File: src/pawu_pkg.sv
// shared types and constants for the proximal adam weight update block
package pawu_pkg;

  localparam int unsigned ValW   = 32;
  localparam int unsigned IdxW   = 10;
  localparam int unsigned SqOpW  = 48;
  localparam int unsigned RootW  = 24;
  localparam int unsigned DvdW   = 64;
  localparam int unsigned DenW   = 25;

  localparam logic [16:0] QOne = 17'h10000;

  localparam logic [1:0] CfgBetaOne  = 2'd0;
  localparam logic [1:0] CfgBetaTwo  = 2'd1;
  localparam logic [1:0] CfgStepSize = 2'd2;
  localparam logic [1:0] CfgLambda   = 2'd3;

  typedef struct packed {
    logic signed [31:0] w;
    logic signed [31:0] u;
    logic signed [31:0] v;
  } store_entry_t;

  typedef enum logic [4:0] {
    ST_CLR, ST_IDLE, ST_RD, ST_LD, ST_M1, ST_M2, ST_M3, ST_M4, ST_M5, ST_M6,
    ST_M7, ST_SQ, ST_DV, ST_FIN, ST_WB
  } state_t;

endpackage

File: src/pawu_div.sv
// restoring divider, one quotient bit per cycle
module pawu_div import pawu_pkg::*; (
  input  logic            clk,
  input  logic            rst,
  input  logic            start,
  input  logic [DvdW-1:0] dividend,
  input  logic [DenW-1:0] divisor,
  output logic            busy,
  output logic [DvdW-1:0] quotient
);

  logic [DenW-1:0] den;
  logic [DenW-1:0] rem;
  logic [6:0]      cnt;
  logic [DenW:0]   rem_sh;
  logic            fits;

  always_comb begin
    rem_sh = {rem, quotient[DvdW-1]};
    fits   = rem_sh >= {1'b0, den};
  end

  always_ff @(posedge clk) begin
    if (rst) begin
      busy <= 1'b0;
      cnt  <= '0;
    end else if (start) begin
      busy <= 1'b1;
      cnt  <= 7'(DvdW);
    end else if (busy) begin
      cnt <= cnt - 7'd1;
      if (cnt == 7'd1) begin
        busy <= 1'b0;
      end
    end
  end

  // dividend shifts out the top while quotient bits enter at the bottom
  always_ff @(posedge clk) begin
    if (start) begin
      quotient <= dividend;
      den      <= divisor;
      rem      <= '0;
    end else if (busy) begin
      if (fits) begin
        rem      <= DenW'(rem_sh - {1'b0, den});
        quotient <= {quotient[DvdW-2:0], 1'b1};
      end else begin
        rem      <= rem_sh[DenW-1:0];
        quotient <= {quotient[DvdW-2:0], 1'b0};
      end
    end
  end

endmodule

File: config.mk
export PLATFORM = sky130hd
export DESIGN_NAME = pawu_div
export DESIGN_NICKNAME = d
export VERILOG_FILES = /design/src/pawu_pkg.sv /design/src/pawu_div.sv
export SDC_FILE = /design/constraint.sdc
export NUM_CORES = 1
export LEC_CHECK = 0
export BUFFER_PORTS_ARGS = -buffer_cell sky130_fd_sc_hd__buf_2
export CAP_MARGIN = 20
export CORE_ASPECT_RATIO = 1.5
export CORE_MARGIN = 10
export CORE_UTILIZATION = 54
export CTS_CLUSTER_SIZE = 20
export DETAILED_ROUTE_END_ITERATION = 10
export PLACE_DENSITY = 0.81
export SLEW_MARGIN = 20
export SYNTH_ARGS = -nofsm -noshare
export SYNTH_HDL_FRONTEND = slang
export SYNTH_SLANG_ARGS = --single-unit
File: constraint.sdc
create_clock -name clk -period 3.8 [get_ports clk]
set_clock_uncertainty 0.05 [all_clocks]
set_input_delay 0.76 -clock clk [delete_from_list [all_inputs] [get_ports clk]]
set_output_delay 0.76 -clock clk [all_outputs]
set_load 0.1 [all_outputs]
# == Yosys cells after proc, flatten, opt, wreduce, memory -nomap -nowiden ==
# Cells that the tools add are included.
# classes
n_eq_ne,1
reduce_logical,2
n_lt_le_gt_ge,1
muxes,9
add_sub_neg,2
# ops
operator,n
$mux W64,2
$ge A26 B25 Y1,1
$mux W25,1
$sub A25 B25 Y25,1
$mux W7,2
$eq A7 B1 Y1 const B,1
$sub A7 B1 Y7 const B,1
$mux W1,4
$reduce_bool A2 Y1,1
$reduce_or A2 Y1,1
# totals
in_bits,92
output_inout_bits,65
ff_bits,122
elab_cells,21

# == Depth between registers and ports, before layout ==
# logic_depth
word_depth,4
ltp_mapped,13
ltp_nobuf,12

# == Worst setup path after synthesis ==
# Ideal clock, no wire load.
# synth_timing
path_kind,reg-to-reg
start,register quotient[63]
end,register quotient[0] (data pin)
stages_incl_launch_ff,13
period_less_slack_ns,3.500
required_ns,3.490
path_buffers,1
setup_slack_ns,0.300
setup_ns,0.260
arrival_ns,3.190
cell_sequence,edfxtp_1 -> inv_1 -> ha_1 -> inv_1 -> fa_1 -> a21o_1 -> a221oi_2 -> nor4b_2 -> nor4_2 -> o21ba_2 -> nor2_4 -> buf_2 -> mux2_2
# synth_between
elab_chain_cells,4
# synth_lines
item,line,rtl
start: declaration,pawu_div.sv:9,output logic [DvdW-1:0] quotient
start signal: assignment,pawu_div.sv:41,quotient <= dividend;
start signal: assignment,pawu_div.sv:47,"quotient <= {quotient[DvdW-2:0], 1'b1};"
start signal: assignment,pawu_div.sv:50,"quotient <= {quotient[DvdW-2:0], 1'b0};"
$ge A26 B25 Y1,pawu_div.sv:20,"fits = rem_sh >= {1'b0, den};"
$mux W1,pawu_div.sv:45,if (fits) begin
$mux W64,pawu_div.sv:44,end else if (busy) begin
$mux W64,pawu_div.sv:40,if (start) begin
# Every way passes these cells. The select of a mux whose other input is x is not followed.
# A chain may end at the register's enable or synchronous reset.

# == Final worst setup path ==
# layout_timing
start,register quotient[63]
end,register rem[14]
# layout_between
elab_chain_cells,2
elab_cells_between_ends,3
classes_between,1 x add/sub; 1 x order compare; 1 x mux
# layout_lines
item,line,rtl
$sub A25 B25 Y25 / $ge A26 B25 Y1 (equally long branches),"pawu_div.sv:46, pawu_div.sv:20",
$mux W25 *,pawu_div.sv:45,
end signal: assignment,pawu_div.sv:46,"rem <= DenW'(rem_sh - {1'b0, den});"
end signal: assignment,pawu_div.sv:49,rem <= rem_sh[DenW-1:0];
end: declaration,pawu_div.sv:13,logic [DenW-1:0] rem;
# Mark *: on every way between the ends. The rest lies on a longest branch, timed or not.

==> results.py <==
metrics = {
    "clock_network": {
        "htree_num_levels": 4,
        "clk_pin_slew_ns": 0.06,
        "clockRootBuffer": "clkbuf_16",
        "cts_setup_buffers": 0,
        "numCtsBuffers": 17,
        "clock_latency_ns": 0.41,
        "cts_sinks": 122,
        "clockBufferDepth": 2,
        "cts_hold_buf": 0,
        "cts_resized": 0,
        "cts_tree": "built",
    },
    "route": {
        "drt_iter0_drc": 276,
        "ant_nets": 0,
        "post-route-drc-count": 0,
        "drt-wirelength-per-cell_um": 18.8,
        "routed-via-count": 4803,
        "wl_mm": 16.3,
        "via_per_inst": 5.54,
        "dr.pass1.iters": 5,
    },
    "worst_setup_path": {
        "cp_max_fo": 22,
        "r2r_slack_ns": 0.57,
        "worstSetupPathType": "flip-flop to flip-flop",
        "crit_chain": "inv_1, ha_1, inv_1, fa_1, a21o_1, a221oi_2, nor4b_2, nor4_2, o21ba_2, or2_4, nand2_1, a311oi_1",
        "critPathRequiredTime_ns": 4.06,
        "start_kind": "flip-flop",
        "critPathCaptureType": "flip-flop",
        "worstPathArrival_ns": 3.49,
        "cpPeakStageDelay_ns": 0.41,
        "worst_path_most_repeated_cell": "inv_1",
        "crit_slowest_cell": "edfxtp_1",
    },
    "floorplanning": {
        "start_util_pct": 55.3,
        "rows": 48,
        "core_area_mm2": 0.0116,
        "dieArea_mm2": 0.0167,
        "die_w_um": 109,
        "dieHeight_um": 153,
        "ios": 157,
    },
    "logic_synthesis": {
        "ys_ff_latch": 122,
        "synth_top_area_cell": "edfxtp_1",
        "ys_async_sr_fraction_pct": 0,
        "synth_edf_count": 89,
        "synth_nets": 673,
        "synthDistinctLibCells": 57,
        "yosys_warnings": 0,
        "syn_area_mm2": 0.00640,
        "synth_cells": 553,
        "synth_ff_type": "edfxtp_1",
        "syn_avg_cell_area_um2": 11.6,
        "synth.yosys.seq_area_share_pct": 52.0,
        "synth_top_cell_area_share_pct": 41.7,
        "netlist_top_cells_area": "edfxtp_1, mux2_2, dfxtp_1",
    },
    "pwr": {
        "powerDensity_mw_per_mm2": 573,
        "max-vdd-ir-drop_v": 0.000444,
        "power_leakage_nw": 3.33,
    },
    "finish": {
        "drive_above_1_share_pct": 39.7,
        "final_common_cell": "buf_2",
        "fin_nets": 823,
        "stdcell_area_mm2": 0.00790,
        "nFillCells": 846,
        "mostFrequentLayoutCells": "buf_2, edfxtp_1, mux2_2",
        "syn2layout_area_growth_pct": 23.3,
    },
    "global_routing": {
        "grt_pass1_wl_mm": 26.6,
        "grt_pass1_vias": 5313,
        "use_met3_pct": 10.6,
        "grt.total_usage_pct": 20.1,
        "overflow": 0,
        "grt_max_degree": 94,
        "met2_usage_pct": 34.5,
        "busiest_layer": "met2",
        "use_met1_pct": 19.9,
        "antenna_found_initial": 2,
    },
    "worst_hold_path": {
        "hold_path_class": "flip-flop to flip-flop",
    },
    "run": {
        "maxCapViolations": 0,
    },
    "placed_design": {
        "placed_area_mm2": 0.00730,
        "place_congestion": 0.932,
        "dpl.hpwl_mm": 11.9,
        "io_buffers": 156,
    },
    "sta": {
        "slew_headroom_pct": 57.4,
        "tightest_slew_ns": 0.638,
        "fin_crit_ns": 3.23,
        "max_freq_mhz": 309,
        "finalHoldViolations": 0,
        "finalSetupTns_ns": 0,
        "finalCritPeriodShare_pct": 85.1,
        "setup-violations-final": 0,
        "rsz0062_at_grt": "false",
        "slew_viol_final": 0,
    },
    "run_status": {
        "status": "complete, no violations",
    },
}
[cells by family (layout without fill, tap and decap cells)]
group                    count (synthesis)  in the layout  share of synthesized area (%)
AO/OA/AOI/OAI                          100            100                           12.1
XOR/XNOR                                25             25                           3.42
adder cells (fa/ha/maj)                 28             28                           5.59
buffers and inverters                   59            222                           3.79
flip-flops                             122            122                           52.0
multiplexers                            67             67                           11.7
other                                    0              1                              0
AND/OR/NAND/NOR                        152            152                           11.3
[flip-flops by register name (all words and copies together) (netlist names)]
register and count:
cnt 7, rem 25, busy 1, den 25
quotient 64
[worst paths after layout]
path	end	cells past startpoint	from
hold / removal	cnt[0]	2	cnt[0]
hold reg to reg	cnt[0]	2	cnt[0]
setup / recovery	rem[14]	12	quotient[63]
setup reg to reg	rem[14]	12	quotient[63]
[synth_stat cells, drive strengths merged, types with 8 or more instances]
cell     n
clkbuf  19
edfxtp  89
o21ai   18
xor2     8
a21o    12
ha      27
nand2   58
buf      9
a311oi  21
inv     31
xnor2   17
nor2    46
mux2    64
a21oi   25
dfxtp   33
[where the power goes]
part           internal (mW)  total [mW]  switching [mW]  leakage, nW
clock network          0.999        1.64           0.639        0.292
logic                  0.327        1.24           0.911         1.88
registers               1.58        1.65          0.0706         1.16
total                   2.90        4.52            1.62         3.33
[critical path: cells and delay by family (launching register included)]
family,cells,cell delay [ns]
flip-flops,1,0.41
AND/OR/NAND/NOR,4,0.87
buffers and inverters,2,0.13
adder cells (fa/ha/maj),2,0.55
AO/OA/AOI/OAI,4,1.11
[stage by stage]
stage	std cells	setup slack [ns]	utilization [%]	power (mW)	hold slack, ns
after global placement	834	0.726	63.0	2.87	0.429
after global routing	866	0.358	68.1	4.68	0.456
after CTS	866	0.565	68.1	4.54	0.454
after detailed placement	834	0.578	63.0	2.90	0.442
after floorplan	553	0.300	-	2.66	0.418
final	867	0.567	68.2	4.52	0.449
[routing by layer]
layer  share of wire (%)  wire [µm]
met1                  35       5670
met4                 1.8        298
met3                  11       1870
met2                  52       8480
met5                   0          0
[cell type report]
cell class | count | area [µm²] | share of cell area (%)
Multi-Input combinational cell | 372 | 2830 | 35.8
Clock inverter | 14 | 160 | 2.03
Clock buffer | 18 | 439 | 5.56
Inverter | 31 | 116 | 1.47
Antenna cell | 1 | 2.50 | 0.0317
Sequential cell | 122 | 3330 | 42.2
Tap cell | 150 | 188 | 2.38
Timing Repair Buffer | 159 | 831 | 10.5
(Power assumes the default switching activity.)
