==> config.mk <==
export PLATFORM = sky130hd
export DESIGN_NAME = pawu_isqrt
export DESIGN_NICKNAME = d
export VERILOG_FILES = /design/src/pawu_pkg.sv /design/src/pawu_isqrt.sv
export SDC_FILE = /design/constraint.sdc
export NUM_CORES = 1
export LEC_CHECK = 0
export BUFFER_PORTS_ARGS = -buffer_cell sky130_fd_sc_hd__buf_2
export CORE_MARGIN = 4
export CORE_UTILIZATION = 58
export CTS_BUF_LIST = sky130_fd_sc_hd__clkbuf_16
export CTS_CLUSTER_DIAMETER = 60
export DETAILED_ROUTE_END_ITERATION = 12
export PLACE_DENSITY = 0.91
export SLEW_MARGIN = 30
export SYNTH_ARGS = -nofsm -noshare
export SYNTH_HDL_FRONTEND = slang
export SYNTH_SLANG_ARGS = --single-unit
==> constraint.sdc <==
create_clock -name clk -period 3.3 [get_ports clk]
set_clock_uncertainty 0.15 [all_clocks]
set_input_delay 0 -clock clk [delete_from_list [all_inputs] [get_ports clk]]
set_output_delay 0 -clock clk [all_outputs]
set_load 0.005 [all_outputs]
==> src/pawu_pkg.sv <==
// shared types and constants for the proximal adam weight update block
package pawu_pkg;

  localparam int unsigned ValW   = 32;
  localparam int unsigned IdxW   = 10;
  localparam int unsigned SqOpW  = 48;
  localparam int unsigned RootW  = 24;
  localparam int unsigned DvdW   = 64;
  localparam int unsigned DenW   = 25;

  localparam logic [16:0] QOne = 17'h10000;

  localparam logic [1:0] CfgBetaOne  = 2'd0;
  localparam logic [1:0] CfgBetaTwo  = 2'd1;
  localparam logic [1:0] CfgStepSize = 2'd2;
  localparam logic [1:0] CfgLambda   = 2'd3;

  typedef struct packed {
    logic signed [31:0] w;
    logic signed [31:0] u;
    logic signed [31:0] v;
  } store_entry_t;

  typedef enum logic [4:0] {
    ST_CLR, ST_IDLE, ST_RD, ST_LD, ST_M1, ST_M2, ST_M3, ST_M4, ST_M5, ST_M6,
    ST_M7, ST_SQ, ST_DV, ST_FIN, ST_WB
  } state_t;

endpackage

==> src/pawu_isqrt.sv <==
// bit-serial integer square root, two operand bits per cycle
module pawu_isqrt import pawu_pkg::*; (
  input  logic             clk,
  input  logic             rst,
  input  logic             start,
  input  logic [SqOpW-1:0] op,
  output logic             busy,
  output logic [RootW-1:0] root
);

  logic [SqOpW-1:0] x;
  logic [25:0]      rem;
  logic [4:0]       cnt;
  logic [27:0]      rem_sh;
  logic [27:0]      trial;
  logic             fits;

  always_comb begin
    rem_sh = {rem, x[SqOpW-1 -: 2]};
    trial  = {2'b00, root, 2'b01};
    fits   = rem_sh >= trial;
  end

  always_ff @(posedge clk) begin
    if (rst) begin
      busy <= 1'b0;
      cnt  <= '0;
    end else if (start) begin
      busy <= 1'b1;
      cnt  <= 5'(RootW);
    end else if (busy) begin
      cnt <= cnt - 5'd1;
      if (cnt == 5'd1) begin
        busy <= 1'b0;
      end
    end
  end

  always_ff @(posedge clk) begin
    if (start) begin
      x    <= op;
      rem  <= '0;
      root <= '0;
    end else if (busy) begin
      x <= {x[SqOpW-3:0], 2'b00};
      if (fits) begin
        rem  <= 26'(rem_sh - trial);
        root <= {root[RootW-2:0], 1'b1};
      end else begin
        rem  <= rem_sh[25:0];
        root <= {root[RootW-2:0], 1'b0};
      end
    end
  end

endmodule

After elaboration in Yosys (flattened, before gate mapping)

Cells that the tools add are included.

Input bits: 51
Bits in read-only memories: 0
Bits in writable memories: 0
Latch bits: 0
Register bits after elaboration: 104
Memories kept: 0

Bitwise operators: 0
Shift-type cells: 0
Multiplexer cells: 9
Add/subtract/negate cells: 2
Divide/modulo/power cells: 0
Magnitude comparators: 1
Eq/ne operators: 1
Multipliers: 0
Reductions and logical operators: 2

Operator list:

| cell                  | count |
|---|---|
| $mux W48              | 2 |
| $ge A28 B26 Y1        | 1 |
| $mux W26              | 1 |
| $sub A26 B26 Y26      | 1 |
| $mux W5               | 2 |
| $eq A5 B1 Y1 const B  | 1 |
| $sub A5 B1 Y5 const B | 1 |
| $mux W1               | 4 |
| $reduce_bool A2 Y1    | 1 |
| $reduce_or A2 Y1      | 1 |

Depth between registers and ports, before layout

Depth in word-level cells: 4
Mapped depth: 11
Depth with buffers taken out: 9

Worst setup path before layout

Ideal clock, no wire load.

Path kind: register to register
Start: register root[10]
End: register rem[1]
Clock period less this slack: 2685 ps
Slack: 615 ps
Stages on the path, launching flop included: 11
Setup time: 95 ps
Buffers on the path: 1
Arrival: 2439 ps
Cell sequence: dfxtp_1 > inv_1 > ha_1 > clkbuf_1 > nand4_1 > or4_4 > a21oi_2 > a2111oi_4 > o21a_2 > or4_1 > o311ai_1

Word-level cells in the longest chain between the ends: 2

Ends and longest elaborated chain:

| what                   | RTL line         | RTL |
|---|---|---|
| start, declared        | pawu_isqrt.sv:8  | `output logic [RootW-1:0] root` |
| start signal, assigned | pawu_isqrt.sv:48 | `root <= {root[RootW-2:0], 1'b1};` |
| start signal, assigned | pawu_isqrt.sv:51 | `root <= {root[RootW-2:0], 1'b0};` |
| $ge A28 B26 Y1         | pawu_isqrt.sv:21 | `fits = rem_sh >= trial;` |
| $mux W26               | pawu_isqrt.sv:46 | `if (fits) begin` |
| end signal, assigned   | pawu_isqrt.sv:47 | `rem <= 26'(rem_sh - trial);` |
| end signal, assigned   | pawu_isqrt.sv:50 | `rem <= rem_sh[25:0];` |
| end, declared          | pawu_isqrt.sv:12 | `logic [25:0] rem;` |

Every way passes these cells.
A chain may end at the register's enable or synchronous reset.

Final worst setup path

Start: register root[23]
End: register rem[11]

Same word-level chain as after synthesis.

==> impl_metrics.tcl <==
set metrics [dict create \
    worst_r2r_startpoint "root[23]" \
    power_density_mw_per_mm2 793 \
    final_core_util_pct 72.2 \
    via_per_inst 6.02 \
    syn_area_sq_mm 0.00580 \
    avgRoutedWirePerCell_microns 18.8 \
    place_ws_ns 0.0936 \
    tightestPinTransition_ns 0.902 \
    fmax_mhz 318 \
    multi_input_comb_area_sq_mm 0.00299 \
    number_of_nets_produced_by_synthesis 636 \
    hold-worst-slack_ns 0.287 \
    totalNegativeSetupSlack_ns 0 \
    final_min_period_over_clock_period_pct 95.3 \
    final_design_area_no_fill_sq_mm 0.00706 \
    first_pass_iters 5 \
    sequential_cell_area_sq_mm 0.00256 \
    slew_viol_final 0 \
    cp_cell_sequence "inv_1 -> ha_1 -> a2111oi_0 -> buf_4 -> o31ai_2 -> a31oi_2 -> o21ai_2 -> or3_1 -> o211a_1" \
    crit_type "reg2reg" \
    postCtsSetupBuffers 0 \
    combinationalPowerShare_pct 51.4 \
    critPathArrivalTime_ns 3.24 \
    timing.hold.worst.class "in2reg" \
    ctsRootBufferMaster "sky130_fd_sc_hd__clkbuf_16" \
    cp-endpoint "rem[11]" \
    ys_seq_elements 104 \
    clkSinkCount 104 \
    floorplan.die_area_sq_mm 0.0117 \
    reg2reg_slack_ns 0.16 \
    dieHeight_microns 108 \
    ys_async_sr_fraction_pct 0 \
    power.share.switching_pct 41.4 \
    synthCells 557 \
    setup_ws_ns 0.156 \
    top_reg_cell_synth "sky130_fd_sc_hd__dfxtp_1" \
    worstPathRequired_ns 3.40 \
    dpl.hpwl_microns 9020 \
    switching_power_mw 2.32 \
    clock_power_share_pct 18.8 \
    grt_setup_unrepaired "false" \
    yosysWarnings 0 \
    port-buffer-count 75 \
    chipWidth_microns 108 \
    antenna_left 0 \
    syn_area_per_cell_sq_um 10.4 \
    crit_fanout 11 \
    power_frac_seq_pct 29.8 \
    grt_overflow 0 \
    final-setup-viol-count 0 \
    nFillCells 673 \
    worst-r2r-cell-count 9 \
    setup.worst_path.end_class "flop" \
    antenna_violations_before_repair 0 \
    drive_above_1_share_pct 23.9 \
    period_needed_ns 3.14 \
    worst_skew_pair.late_latency_ns 0.36 \
    hold_violations 0 \
    via_count 4867 \
    cts-htree-levels 3 \
    slowest_library_cell_on_the_worst_path "sky130_fd_sc_hd__a2111oi_0" \
    cts_made_buffers 9 \
    run_status "finished, final reports clean" \
    flow.area_growth_from_synthesis_pct 21.7 \
    design.portCount 76 \
    effective_utilization_at_floorplan_pct 59.3 \
    grt_pass1_wl_microns 23700 \
    place_congestion 0.909 \
    rr_endpoint "rem[11]" \
    num_rows 36 \
    place_area_sq_mm 0.00626 \
    cell_int_power_mw 3.28 \
    vdd_ir_drop_max_uv 614 \
    drc 0 \
    max_cap_viol_count 0 \
    gr_util_all_layers_pct 26.4 \
    startpoint "root[23]" \
    drt_first_iter_violations 400 \
    grt_pass1_vias 4777 \
    clk_transition_reported_paths_ns 0.07 \
    seq_area_frac_synth_pct 44.2 \
    netlist-cell-type-count 67 \
    synth_enable_flop_cells 48 \
    crit_path_max_incr_delay_ns 0.63 \
    num-nets-final 749 \
    cts_tree "yes" \
    min_path_cells 3 \
    static-leakage-power_nw 2.89 \
    worst_setup_path_start_kind "flop" \
    maxSlewHeadroom_pct 39.9 \
    grt_max_degree 77 \
    postRouteWirelength_microns 15200 \
    fp.coreArea_sq_mm 0.00977 \
    cts_buffer_depth 2 \
]
## worst min-delay path by stage
stage	startpoint	endpoint
after global routing	rst	cnt[3]
after detailed placement	rst	cnt[3]
final	rst	cnt[3]
after global placement	rst	busy
after CTS	rst	cnt[3]
after floorplan	rst	busy
## layer usage
metal	share of wire, %	vias up	global-route usage, %
met5	0	-	0
met4	4.1	0	13.8
met3	5.8	46	4.84
met2	52	223	46.5
met1	39	2311	30.4
li1	-	2287	-
## cell usage in the layout, fill, tap and decap left out, types with 6 or more instances in the layout
cell / n
sky130_fd_sc_hd__a211oi_1: 14
sky130_fd_sc_hd__a21oi_1: 27
sky130_fd_sc_hd__a31oi_1: 8
sky130_fd_sc_hd__and3_1: 6
sky130_fd_sc_hd__buf_2: 74
sky130_fd_sc_hd__buf_4: 8
sky130_fd_sc_hd__clkbuf_16: 9
sky130_fd_sc_hd__dfxtp_1: 55
sky130_fd_sc_hd__dlygate4sd3_1: 50
sky130_fd_sc_hd__edfxtp_1: 48
sky130_fd_sc_hd__ha_1: 28
sky130_fd_sc_hd__inv_1: 33
sky130_fd_sc_hd__mux2_2: 46
sky130_fd_sc_hd__mux2i_1: 35
sky130_fd_sc_hd__nand2_1: 19
sky130_fd_sc_hd__nand2b_1: 8
sky130_fd_sc_hd__nand3_1: 10
sky130_fd_sc_hd__nand4_1: 8
sky130_fd_sc_hd__nor2_1: 57
sky130_fd_sc_hd__nor3_1: 9
sky130_fd_sc_hd__o21ai_0: 10
sky130_fd_sc_hd__xnor2_1: 13
sky130_fd_sc_hd__xor2_1: 9
## flip-flops by register name (all words and copies together), names as in the netlist
name	flops
root	24
cnt	5
rem	26
busy	1
x	48
## repair_timing
item | 4_1_cts | 5_1_grt
endpoints found under the setup margin | 0 | 13
hold endpoints to repair | 58 | 0
hold buffers | 50 | 0
resized for setup | 0 | 2
## final cells by class
cell class | instances | area share [%]
Antenna cell | 1 | 0.0354
Clock buffer | 9 | 3.19
Clock inverter | 7 | 0.851
Inverter | 32 | 1.70
Multi-Input combinational cell | 391 | 42.4
Sequential cell | 104 | 36.3
Tap cell | 133 | 2.36
Timing Repair Buffer | 132 | 13.2
## critical path, delay by kind of cell (launching register included)
family,cells,cell delay (ns)
AO/OA/AOI/OAI,5,1.44
adder cells (fa/ha/maj),1,0.43
buffers and inverters,2,0.28
flip-flops,1,0.35
AND/OR/NAND/NOR,1,0.38
## cell families after synthesis
logic type                 count (synthesis)  share of synthesized area, %
xor gates and xnor gates                  22                          3.32
and+or+nand+nor                          143                          12.1
buffers and inverters                     63                          4.57
adders and majority gates                 28                          6.04
muxes                                     81                          15.0
AOI/OAI and AO/OA                        116                          14.8
DFF                                      104                          44.2
## cell usage after synthesis, types with 8 or more instances
cell type	number	area (sq um)
sky130_fd_sc_hd__a211oi_1	14	105
sky130_fd_sc_hd__a21oi_1	27	135
sky130_fd_sc_hd__a31oi_1	9	56.3
sky130_fd_sc_hd__clkbuf_1	22	82.6
sky130_fd_sc_hd__dfxtp_1	56	1120
sky130_fd_sc_hd__edfxtp_1	48	1440
sky130_fd_sc_hd__ha_1	28	350
sky130_fd_sc_hd__inv_1	32	120
sky130_fd_sc_hd__mux2_2	46	518
sky130_fd_sc_hd__mux2i_1	35	350
sky130_fd_sc_hd__nand2_1	20	75.1
sky130_fd_sc_hd__nand2b_1	8	50.1
sky130_fd_sc_hd__nand3_1	10	50.1
sky130_fd_sc_hd__nand4_1	8	50.1
sky130_fd_sc_hd__nor2_1	57	214
sky130_fd_sc_hd__nor3_1	9	45.0
sky130_fd_sc_hd__o21ai_0	10	50.1
sky130_fd_sc_hd__xnor2_1	13	114
sky130_fd_sc_hd__xor2_1	9	78.8
## power groups by stage
stage	sequential [mW]	combinational, mW	clock (mW)
floorplan	1.64	2.25	0
global placement	1.67	2.59	0
detailed placement	1.68	2.65	0
CTS	1.65	2.71	1.06
global route	1.68	3.14	1.12
finish	1.67	2.88	1.05
## through the flow
stage               power, mW  std cells
CTS                      5.43        807
floorplan                3.89        557
global placement         4.26        741
global route             5.94        808
detailed placement       4.33        741
finish                   5.60        809
(Power assumes the default switching activity.)
